$ cat src/rtl/tpq_pkg.sv
`default_nettype none
package tpq_pkg;

  localparam int unsigned DEPTH = 16;
  localparam int unsigned CNT_W = $clog2(DEPTH + 1);
  localparam int unsigned VAL_W = 32;

  typedef enum logic [1:0] {
    OP_ENQ_TAIL = 2'd0,
    OP_ENQ_PRIO = 2'd1,
    OP_DEQ      = 2'd2
  } op_e;

  typedef enum logic [1:0] {
    STAT_DONE  = 2'd0,
    STAT_FULL  = 2'd1,
    STAT_EMPTY = 2'd2
  } status_e;

  typedef enum logic [1:0] {
    CELL_HOLD,
    CELL_TAIL,
    CELL_PRIO,
    CELL_POP
  } cell_op_e;

  typedef struct packed {
    logic [1:0]               operation;
    logic signed [VAL_W-1:0]  item_value;
  } tpq_cmd_t;

  typedef struct packed {
    logic [1:0]               status;
    logic signed [VAL_W-1:0]  removed_value;
    logic [4:0]               occupancy;
  } tpq_result_t;

  typedef struct packed {
    cell_op_e                 mode;
    logic signed [VAL_W-1:0]  threshold;
    logic signed [VAL_W-1:0]  item_value;
  } tpq_cell_ctrl_t;

  // Carried from cell to cell toward the tail.
  typedef struct packed {
    logic prefix;   // every cell so far is held and at or above threshold
    logic reached;  // insertion point lies at or before the previous cell
  } tpq_link_t;

endpackage
`default_nettype wire

$ cat src/rtl/tpq_cell.sv
`default_nettype none
module tpq_cell (
  input  wire logic                           clk_i,
  input  wire tpq_pkg::tpq_cell_ctrl_t        ctrl_i,
  input  wire logic                           occupied_i,
  input  wire logic                           at_tail_i,
  input  wire logic signed [tpq_pkg::VAL_W-1:0] left_i,
  input  wire logic signed [tpq_pkg::VAL_W-1:0] right_i,
  input  wire tpq_pkg::tpq_link_t             link_i,
  output tpq_pkg::tpq_link_t                  link_o,
  output logic signed [tpq_pkg::VAL_W-1:0]    value_o
);
  import tpq_pkg::*;

  logic signed [VAL_W-1:0] value_q, value_d;
  logic                    hi;
  logic                    insert_here;

  assign hi          = value_q >= ctrl_i.threshold;
  assign insert_here = link_i.prefix & ~(occupied_i & hi);

  assign link_o.prefix  = link_i.prefix & occupied_i & hi;
  assign link_o.reached = link_i.reached | insert_here;

  always_comb begin
    value_d = value_q;
    unique case (ctrl_i.mode)
      CELL_HOLD: value_d = value_q;
      CELL_TAIL: if (at_tail_i) value_d = ctrl_i.item_value;
      CELL_PRIO: begin
        if (insert_here) value_d = ctrl_i.item_value;
        else if (link_i.reached) value_d = left_i;
      end
      CELL_POP:  value_d = right_i;
      default:   value_d = value_q;
    endcase
  end

  always_ff @(posedge clk_i) begin
    value_q <= value_d;
  end

  assign value_o = value_q;

endmodule
`default_nettype wire

$ cat src/rtl/threshold_priority_queue.sv
`default_nettype none
// Threshold priority queue: a row of DEPTH cells holds the queue, head in
// cell 0. A command is transferred whenever start is high (busy stays low),
// and its result appears on result_o with result_valid_o high for exactly
// one cycle, the cycle after the transfer.
// The receiver cannot stall, so capture each result as it is strobed. Cells
// compare their own entries with the threshold in parallel; the insertion
// point of a priority enqueue ripples down the row of cells in that same
// cycle, which sets the clock period of this design. The threshold register
// resets to 60 and is written through cfg_valid_i/cfg_data_i at any time the
// block is idle; cfg_ready_o is always high.
module threshold_priority_queue (
  input  wire logic                           clk_i,
  input  wire logic                           rst_ni,
  input  wire logic                           start,
  output logic                                busy,
  input  wire tpq_pkg::tpq_cmd_t              cmd_i,
  output logic                                result_valid_o,
  output tpq_pkg::tpq_result_t                result_o,
  input  wire logic                           cfg_valid_i,
  output logic                                cfg_ready_o,
  input  wire logic signed [tpq_pkg::VAL_W-1:0] cfg_data_i
);
  import tpq_pkg::*;

  localparam logic signed [VAL_W-1:0] THR_RESET = VAL_W'(60);

  logic signed [VAL_W-1:0] thr_q;
  logic [CNT_W-1:0]        count_q, count_d;
  logic                    valid_q;
  tpq_result_t             result_q, result_d;

  logic                    accept;
  logic                    full;
  logic                    empty;
  tpq_cell_ctrl_t          ctrl;

  logic signed [VAL_W-1:0] cell_val [DEPTH];
  logic signed [VAL_W-1:0] left_val [DEPTH];
  logic signed [VAL_W-1:0] right_val [DEPTH];
  tpq_link_t               link [DEPTH+1];

  // Never back-pressured.
  assign busy        = 1'b0;
  assign cfg_ready_o = 1'b1;
  assign accept      = start & ~busy;

  assign full  = (count_q == CNT_W'(DEPTH));
  assign empty = (count_q == '0);

  // Decode the command into one cell mode for the whole row.
  always_comb begin
    ctrl.mode       = CELL_HOLD;
    ctrl.threshold  = thr_q;
    ctrl.item_value = cmd_i.item_value;
    count_d         = count_q;
    result_d.status        = STAT_DONE;
    result_d.removed_value = '0;
    if (accept) begin
      unique case (cmd_i.operation) inside
        OP_ENQ_TAIL, OP_ENQ_PRIO: begin
          if (full) begin
            // Drop the item; the queue stays as it is.
            result_d.status = STAT_FULL;
          end else begin
            count_d = count_q + CNT_W'(1);
            if (cmd_i.operation == OP_ENQ_PRIO && cmd_i.item_value >= thr_q) begin
              ctrl.mode = CELL_PRIO;
            end else begin
              ctrl.mode = CELL_TAIL;
            end
          end
        end
        OP_DEQ: begin
          if (empty) begin
            result_d.status = STAT_EMPTY;
          end else begin
            count_d                = count_q - CNT_W'(1);
            ctrl.mode              = CELL_POP;
            result_d.removed_value = cell_val[0];
          end
        end
        default: begin
          // Undefined code: report done, leave the queue untouched.
        end
      endcase
    end
    result_d.occupancy = 5'(count_d);
  end

  // Head of the chain: nothing before cell 0, so the prefix run starts true.
  assign link[0].prefix  = 1'b1;
  assign link[0].reached = 1'b0;

  for (genvar i = 0; i < DEPTH; i++) begin : g_cell
    if (i == 0) begin : g_head
      assign left_val[i] = cmd_i.item_value;
    end else begin : g_body
      assign left_val[i] = cell_val[i-1];
    end
    if (i == DEPTH - 1) begin : g_tail
      assign right_val[i] = cell_val[i];
    end else begin : g_mid
      assign right_val[i] = cell_val[i+1];
    end

    tpq_cell u_cell (
      .clk_i      (clk_i),
      .ctrl_i     (ctrl),
      .occupied_i (count_q > CNT_W'(i)),
      .at_tail_i  (count_q == CNT_W'(i)),
      .left_i     (left_val[i]),
      .right_i    (right_val[i]),
      .link_i     (link[i]),
      .link_o     (link[i+1]),
      .value_o    (cell_val[i])
    );
  end

  // Hold the threshold and count; advance the result strobe.
  always_ff @(posedge clk_i or negedge rst_ni) begin
    if (!rst_ni) begin
      thr_q   <= THR_RESET;
      count_q <= '0;
      valid_q <= 1'b0;
    end else begin
      if (cfg_valid_i && cfg_ready_o) thr_q <= cfg_data_i;
      count_q <= count_d;
      valid_q <= accept;
    end
  end

  always_ff @(posedge clk_i) begin
    if (accept) result_q <= result_d;
  end

  assign result_valid_o = valid_q;
  assign result_o       = result_q;

endmodule
`default_nettype wire

$ cat config.mk
export PLATFORM = sky130hd
export DESIGN_NAME = threshold_priority_queue
export DESIGN_NICKNAME = d
export VERILOG_FILES = /design/src/rtl/tpq_pkg.sv /design/src/rtl/tpq_cell.sv /design/src/rtl/threshold_priority_queue.sv
export SDC_FILE = /design/constraint.sdc
export NUM_CORES = 2
export LEC_CHECK = 0
export ABC_AREA = 1
export BUFFER_PORTS_ARGS = -buffer_cell sky130_fd_sc_hd__buf_2
export CAP_MARGIN = 20
export CELL_PAD_IN_SITES_DETAIL_PLACEMENT = 0
export CELL_PAD_IN_SITES_GLOBAL_PLACEMENT = 1
export CORE_MARGIN = 1
export CORE_UTILIZATION = 45
export CTS_CLUSTER_DIAMETER = 50
export DETAILED_ROUTE_END_ITERATION = 8
export MAX_ROUTING_LAYER = met4
export PLACE_DENSITY_LB_ADDON = 0.05
export SYNTH_ARGS = -nofsm -noshare
export SYNTH_HDL_FRONTEND = slang
export SYNTH_SLANG_ARGS = --single-unit
export TNS_END_PERCENT = 5
$ cat constraint.sdc
create_clock -name clk_i -period 7.5 [get_ports clk_i]
set_input_delay 1.875 -clock clk_i [delete_from_list [all_inputs] [get_ports clk_i]]
set_output_delay 1.875 -clock clk_i [all_outputs]
set_load 0.05 [all_outputs]
# Word-level counts from Yosys, hierarchy flattened
# Cells that the tools add are included.
# Widths: inputs -> output; s select.
[word_totals]
regBits = 589
out_inout_bits = 42
elab_cells = 300
[classes]
muxes = 75
magnitude_cmp = 33
n_addsub = 2
n_reduce_logical = 23
bitwise = 92
eq_ne = 53
[ops]
columns = ["op", "n"]
rows = [
  ["$mux 32", 47],
  ["$pmux 32 s3", 15],
  ["$ge 32x32->1", 17],
  ["$pmux 32 s2", 1],
  ["$and 1x1->1", 59],
  ["$reduce_and 3->1", 16],
  ["$ne 3x1->1 const B", 14],
  ["$eq 5x4->1 const B", 8],
  ["$gt 5x4->1 const B", 8],
  ["$ne 2x1->1 const B", 15],
  ["$eq 5x3->1 const B", 4],
  ["$gt 5x3->1 const B", 4],
  ["$not 1->1", 19],
  ["$mux 5", 3],
  ["$or 1x1->1", 14],
  ["$eq 5x2->1 const B", 2],
  ["$gt 5x1->1 const B", 2],
  ["$gt 5x2->1 const B", 2],
  ["$mux 2", 5],
  ["$pmux 5 s2", 1],
  ["$pmux 2 s2", 2],
  ["$eq 2x2->1 const B", 3],
  ["$reduce_or 2->1", 3],
  ["$add 5x1->5 const B", 1],
  ["other kinds (10)", 13],
]

# Logic depth before layout (Yosys ltp)
[logic_depth]
depth_word = 33
ltp_mapped = 28

# Modules after synthesis
# A second synthesis with hierarchy kept.
[hier_totals]
hier_cells = 8470
hier_area_um2 = 56653.1
[modules_own_cells]
columns = ["module", "area_per_inst_um2", "cells_per_inst", "instances"]
rows = [
  ["tpq_cell (g_cell[0].u_cell ...)", 3279.4, 500, 15],
  ["threshold_priority_queue", 4179.0, 469, 1],
  ["tpq_cell (g_cell[9].u_cell)", 3283.1, 501, 1],
]

# Least setup slack after synthesis
# No wires, ideal clock.
[synth_timing]
path_kind = "input to register"
from = "in cmd_i[31] (netlist name)"
to = "reg g_cell[1].u_cell.value_q[0] (enable)"
cell_stages = 17
path_buffers = 3
required_ns = 7.026
arrival_time_ns = 6.532
slack_ns = 0.494
path_cell_list = "ha_1 nand4_1 nor3_1 and3_1 o21ai_0 nand4_1 xor2_1 nand2_1 nand3_1 inv_1 nor2_1 inv_1 ha_1 clkbuf_1 clkbuf_1 buf_1 a221oi_1"
[synth_via]
elab_chain_len = 9
elab_cells_between_ends = 13
[synth_rtl]
columns = ["element", "line", "text"]
rows = [
  ["start, declared", "threshold_priority_queue.sv:17", "input wire tpq_pkg::tpq_cmd_t cmd_i,"],
  ["$ge 32x32->1 *", "threshold_priority_queue.sv:67", "if (cmd_i.operation == OP_ENQ_PRIO && cmd_i.item_value >= thr_q) begin"],
  ["$logic_and 1x1->1 *", "threshold_priority_queue.sv:67", ""],
  ["$mux 2 *", "threshold_priority_queue.sv:67", ""],
  ["$mux 2 *", "threshold_priority_queue.sv:62", "if (full) begin"],
  ["$pmux 2 s2 *", "threshold_priority_queue.sv:60", "unique case (cmd_i.operation) inside"],
  ["$mux 2 *", "threshold_priority_queue.sv:59", "if (accept) begin"],
  ["$eq 2x2->1 (tied with other cells)", "tpq_cell.sv:27", "unique case (ctrl_i.mode)"],
  ["$ne 3x3->1 (no source line) (tied with other cells)", "n/a", ""],
  ["$reduce_and 3->1 (no source line) *", "n/a", ""],
  ["end signal, assigned", "tpq_cell.sv:40", "value_q <= value_d;"],
  ["end, declared", "tpq_cell.sv:15", "logic signed [VAL_W-1:0] value_q, value_d;"],
]
# Every way passes the cells marked *; elsewhere a longest branch is shown, timed or not.
# A chain may end at the register's enable or synchronous reset.

# Worst setup path after layout
[layout_timing]
from = "in cmd_i[5] (netlist name)"
to = "reg g_cell[11].u_cell.value_q[27] (enable)"
[layout_via]
elab_chain_len = 9
elab_cells_between_ends = 13
[layout_rtl]
columns = ["element", "line"]
rows = [
  ["$ge 32x32->1 *", "threshold_priority_queue.sv:67"],
  ["$logic_and 1x1->1 *", "threshold_priority_queue.sv:67"],
  ["$mux 2 *", "threshold_priority_queue.sv:67"],
  ["$mux 2 *", "threshold_priority_queue.sv:62"],
  ["$pmux 2 s2 *", "threshold_priority_queue.sv:60"],
  ["$mux 2 *", "threshold_priority_queue.sv:59"],
  ["$eq 2x2->1 (tied with other cells)", "tpq_cell.sv:27"],
  ["$ne 3x1->1 (no source line) (tied with other cells)", "n/a"],
  ["$reduce_and 3->1 (no source line) *", "n/a"],
  ["end signal, assigned", "tpq_cell.sv:40"],
  ["end, declared", "tpq_cell.sv:15"],
]
# Marks and branches as above.

==> impl_metrics.yaml <==
power_and_ir_drop:
  p_comb_share_pct: 28.4
  p_sw_mw: 4.88
  switching_share_pct: 36.6
  clockPowerShare_pct: 36.6
  p_int_mw: 8.45
  pwr_density_cell_nw_per_um2: 274
  finalPower_mw: 13.3
  leakagePower_nw: 21.0
  irDropWorstVdd_uv: 161
  seq_power_share_pct: 35.0
timing:
  maxSlewViolCount: 0
  setup_viol: 0
  holdWs_ns: 0.548
  clock.fmax_mhz: 167
  min_period_ns: 5.98
  min_period_over_period_pct: 79.7
  slew_headroom_pct: 26.1
  rsz0062_at_grt: "no"
  tightest_slew_ns: 1.11
  fin_skew_ns: 0.0204
  tns_ns: 0
  hold_viol_final: 0
run:
  max-cap-violations: 0
cts:
  cts_hold_buf: 0
  cts_made_buffers: 102
  cts_setup_buffers: 0
  clockBufferDepth: 3
  cts_root_buf: "clkbuf_16"
  h-tree-depth: 3
  cts_sinks: 589
  clk_pin_slew_ns: 0.05
  cts_tree: "yes"
  clock_latency_ns: 0.69
  cts_resized: 0
detailed_routing:
  vias: 38700
  drtPass1Iterations: 5
  drt_iter0_markers: 4917
  wire_per_inst_microns: 23.5
  final_antenna_net_count: 0
  viasPerCell: 5.94
  wirelength_microns: 153000
  drc: 0
floorplanning:
  dieArea_sq_um: 96600
  io_pins: 112
  core-area_sq_um: 93900
  num_rows: 112
  die_x_microns: 311
  initial_core_util_pct: 45.7
  dieHeight_microns: 311
setup_path:
  cp-start-kind: "input port"
  critPathKind: "input port to flop"
  worstPathMaxFanout: 41
  crit_path_end_kind: "flop"
  worstPathRequired_ns: 7.92
  worstPathArrival_ns: 6.39
finish:
  layout-drive-gt1-share_pct: 8.99
  area_delta_synth_final_pct: 13.3
  nets: 5797
worst_hold_path:
  hold_path_class: "flop to flop"
placement:
  gp_congestion: 0.918
  io_buffers: 109
  dp_hpwl_microns: 117000
grt:
  grt_pass1_vias: 35600
  grt.total_usage_pct: 31.9
  grt_pass1_wl_microns: 228000
  antenna_found_initial: 1
  grt_overflow: 0
  grt_max_degree: 163
logic_synthesis:
  synth_seq_cells: 589
  yosysWarnings: 0
  synth-edff-count: 551
  synth_flop_cell: "edfxtp_1"
  syn-num-nets: 5736
  synth_area_per_cell_sq_um: 8.39
  ys_async_sr_fraction_pct: 6.45
  syn_area_sq_um: 42900
  synth.distinct_cells: 61
  synth_cells: 5113
  ys_seq_area_share_pct: 40.8
outcome:
  outcome: "finished, final reports clean"
==> Yosys cell counts, types with 15 or more instances <==
master    instances  area share (%)
o21ai_0         580             6.8
dfrtp_1          34             2.0
nor2_1          258             2.3
a21oi_1         861              10
edfxtp_1        551              39
buf_1            20            0.17
ha_1            553              16
o21a_1           22            0.39
buf_2            35            0.41
inv_1           479             4.2
nand3_1         238             2.8
nor4_1           15            0.22
nand2_1         834             7.3
nor3_1           28            0.33
o211ai_1        147             2.6
nand4_1          58            0.85
a211oi_1         15            0.26
o21ai_1          64            0.75
clkbuf_1        224             2.0
==> path summary, 6_finish.rpt <==
check	start	to	slack [ns]	cells past startpoint
worst max-delay path	cmd_i[5]	g_cell[11].u_cell.value_o[27]	1.52	21
worst min-delay path	thr_q[23]	thr_q[23]	0.55	2
worst max register to register	thr_q[2]	g_cell[14].u_cell.value_o[3]	1.58	27
worst min register to register	thr_q[23]	thr_q[23]	0.55	2
max in group asynchronous	rst_ni	thr_q[20]	5.59	1
min in group asynchronous	rst_ni	thr_q[6]	1.32	1
==> power groups by stage <==
stage / clock network, mW / registers (mW) / logic, mW
3_3_place_gp: 0 / 4.70 / 3.65
6_report: 4.88 / 4.66 / 3.78
5_1_grt: 5.08 / 4.71 / 4.23
4_1_cts: 4.95 / 4.65 / 3.73
2_1_floorplan: 0 / 4.64 / 2.42
3_5_place_dp: 0 / 4.70 / 3.71
==> registers in the layout, indices dropped and copies added (netlist names) <==
register / count
result_valid_o: 1
g_cell.u_cell.value_o: 512
thr_q: 32
count_q: 5
result_o: 39
==> routing by layer <==
layer	wire (microns)	global-route usage, %	vias to the layer above
li1	-	-	18400
met1	74300	48.9	18300
met2	60600	42.7	1800
met3	15000	5.67	175
met4	3240	7.74	0
met5	0	-	-
==> cell families (layout without fill, tap and decap cells) <==
kind of cell               after synthesis  count (layout)  synth area share [%]
buffers and inverters                  770             920                  6.91
other                                    2               3                0.0175
xor gates and xnor gates                 6               6                 0.123
muxes                                    1               1                0.0262
DFF                                    589             589                  40.8
adders and majority gates              553             553                  16.1
AOI/OAI and AO/OA                     1728            1728                  21.5
and+or+nand+nor                       1464            1464                  14.5
==> critical path, cell delays in order <==
cell      delay [ns]
buf_2           0.35
ha_1            0.32
nand2_1         0.08
inv_1           0.04
o21bai_1        0.28
a31oi_1         0.24
o21ai_0         0.24
nand4_1         0.12
xor2_1          0.16
nand2_1         0.11
nand3_1         0.10
inv_1           0.09
nand2_1         0.05
nand2_1         0.06
nand2_1         0.10
inv_1           0.18
ha_4            0.57
nand3_1         0.24
nand3_1         0.13
clkinv_1        0.55
buf_4           0.45
==> stage by stage <==
step	instances	utilization (%)	instance area [sq um]	worst slack, ns
finish	6518	51.8	48600	1.52
global route	6518	51.8	48600	1.27
CTS	6517	51.8	48600	1.63
detailed placement	6324	48.0	45100	0.951
global placement	6324	48.0	45100	0.988
floorplan	5113	-	42900	0.494
==> cell usage in the layout (no fill, tap or decap), types with 34 or more instances in the layout <==
master | synthesis | final
nor2_1 | 258 | 255
nand3_1 | 238 | 237
nand4_1 | 58 | 58
a21oi_1 | 861 | 858
o211ai_1 | 147 | 147
buf_2 | 35 | 109
buf_4 | 2 | 129
nand2_1 | 834 | 832
o21ai_1 | 64 | 63
clkbuf_16 | 0 | 102
o21ai_0 | 580 | 580
ha_1 | 553 | 551
edfxtp_1 | 551 | 551
inv_1 | 479 | 476
dfrtp_1 | 34 | 34
==> final cells by class <==
| type | count | area, sq um |
|---|---|---|
| fill | 8983 | 45300 |
| multi-input combinational | 3754 | 22600 |
| sequential | 589 | 17500 |
| clock buffer | 111 | 2600 |
| inverter | 486 | 1840 |
| timing repair buffer | 241 | 1570 |
| tap | 1254 | 1570 |
| clock inverter | 82 | 957 |
| antenna | 1 | 2.50 |
Power figures use the tool's default switching activity.
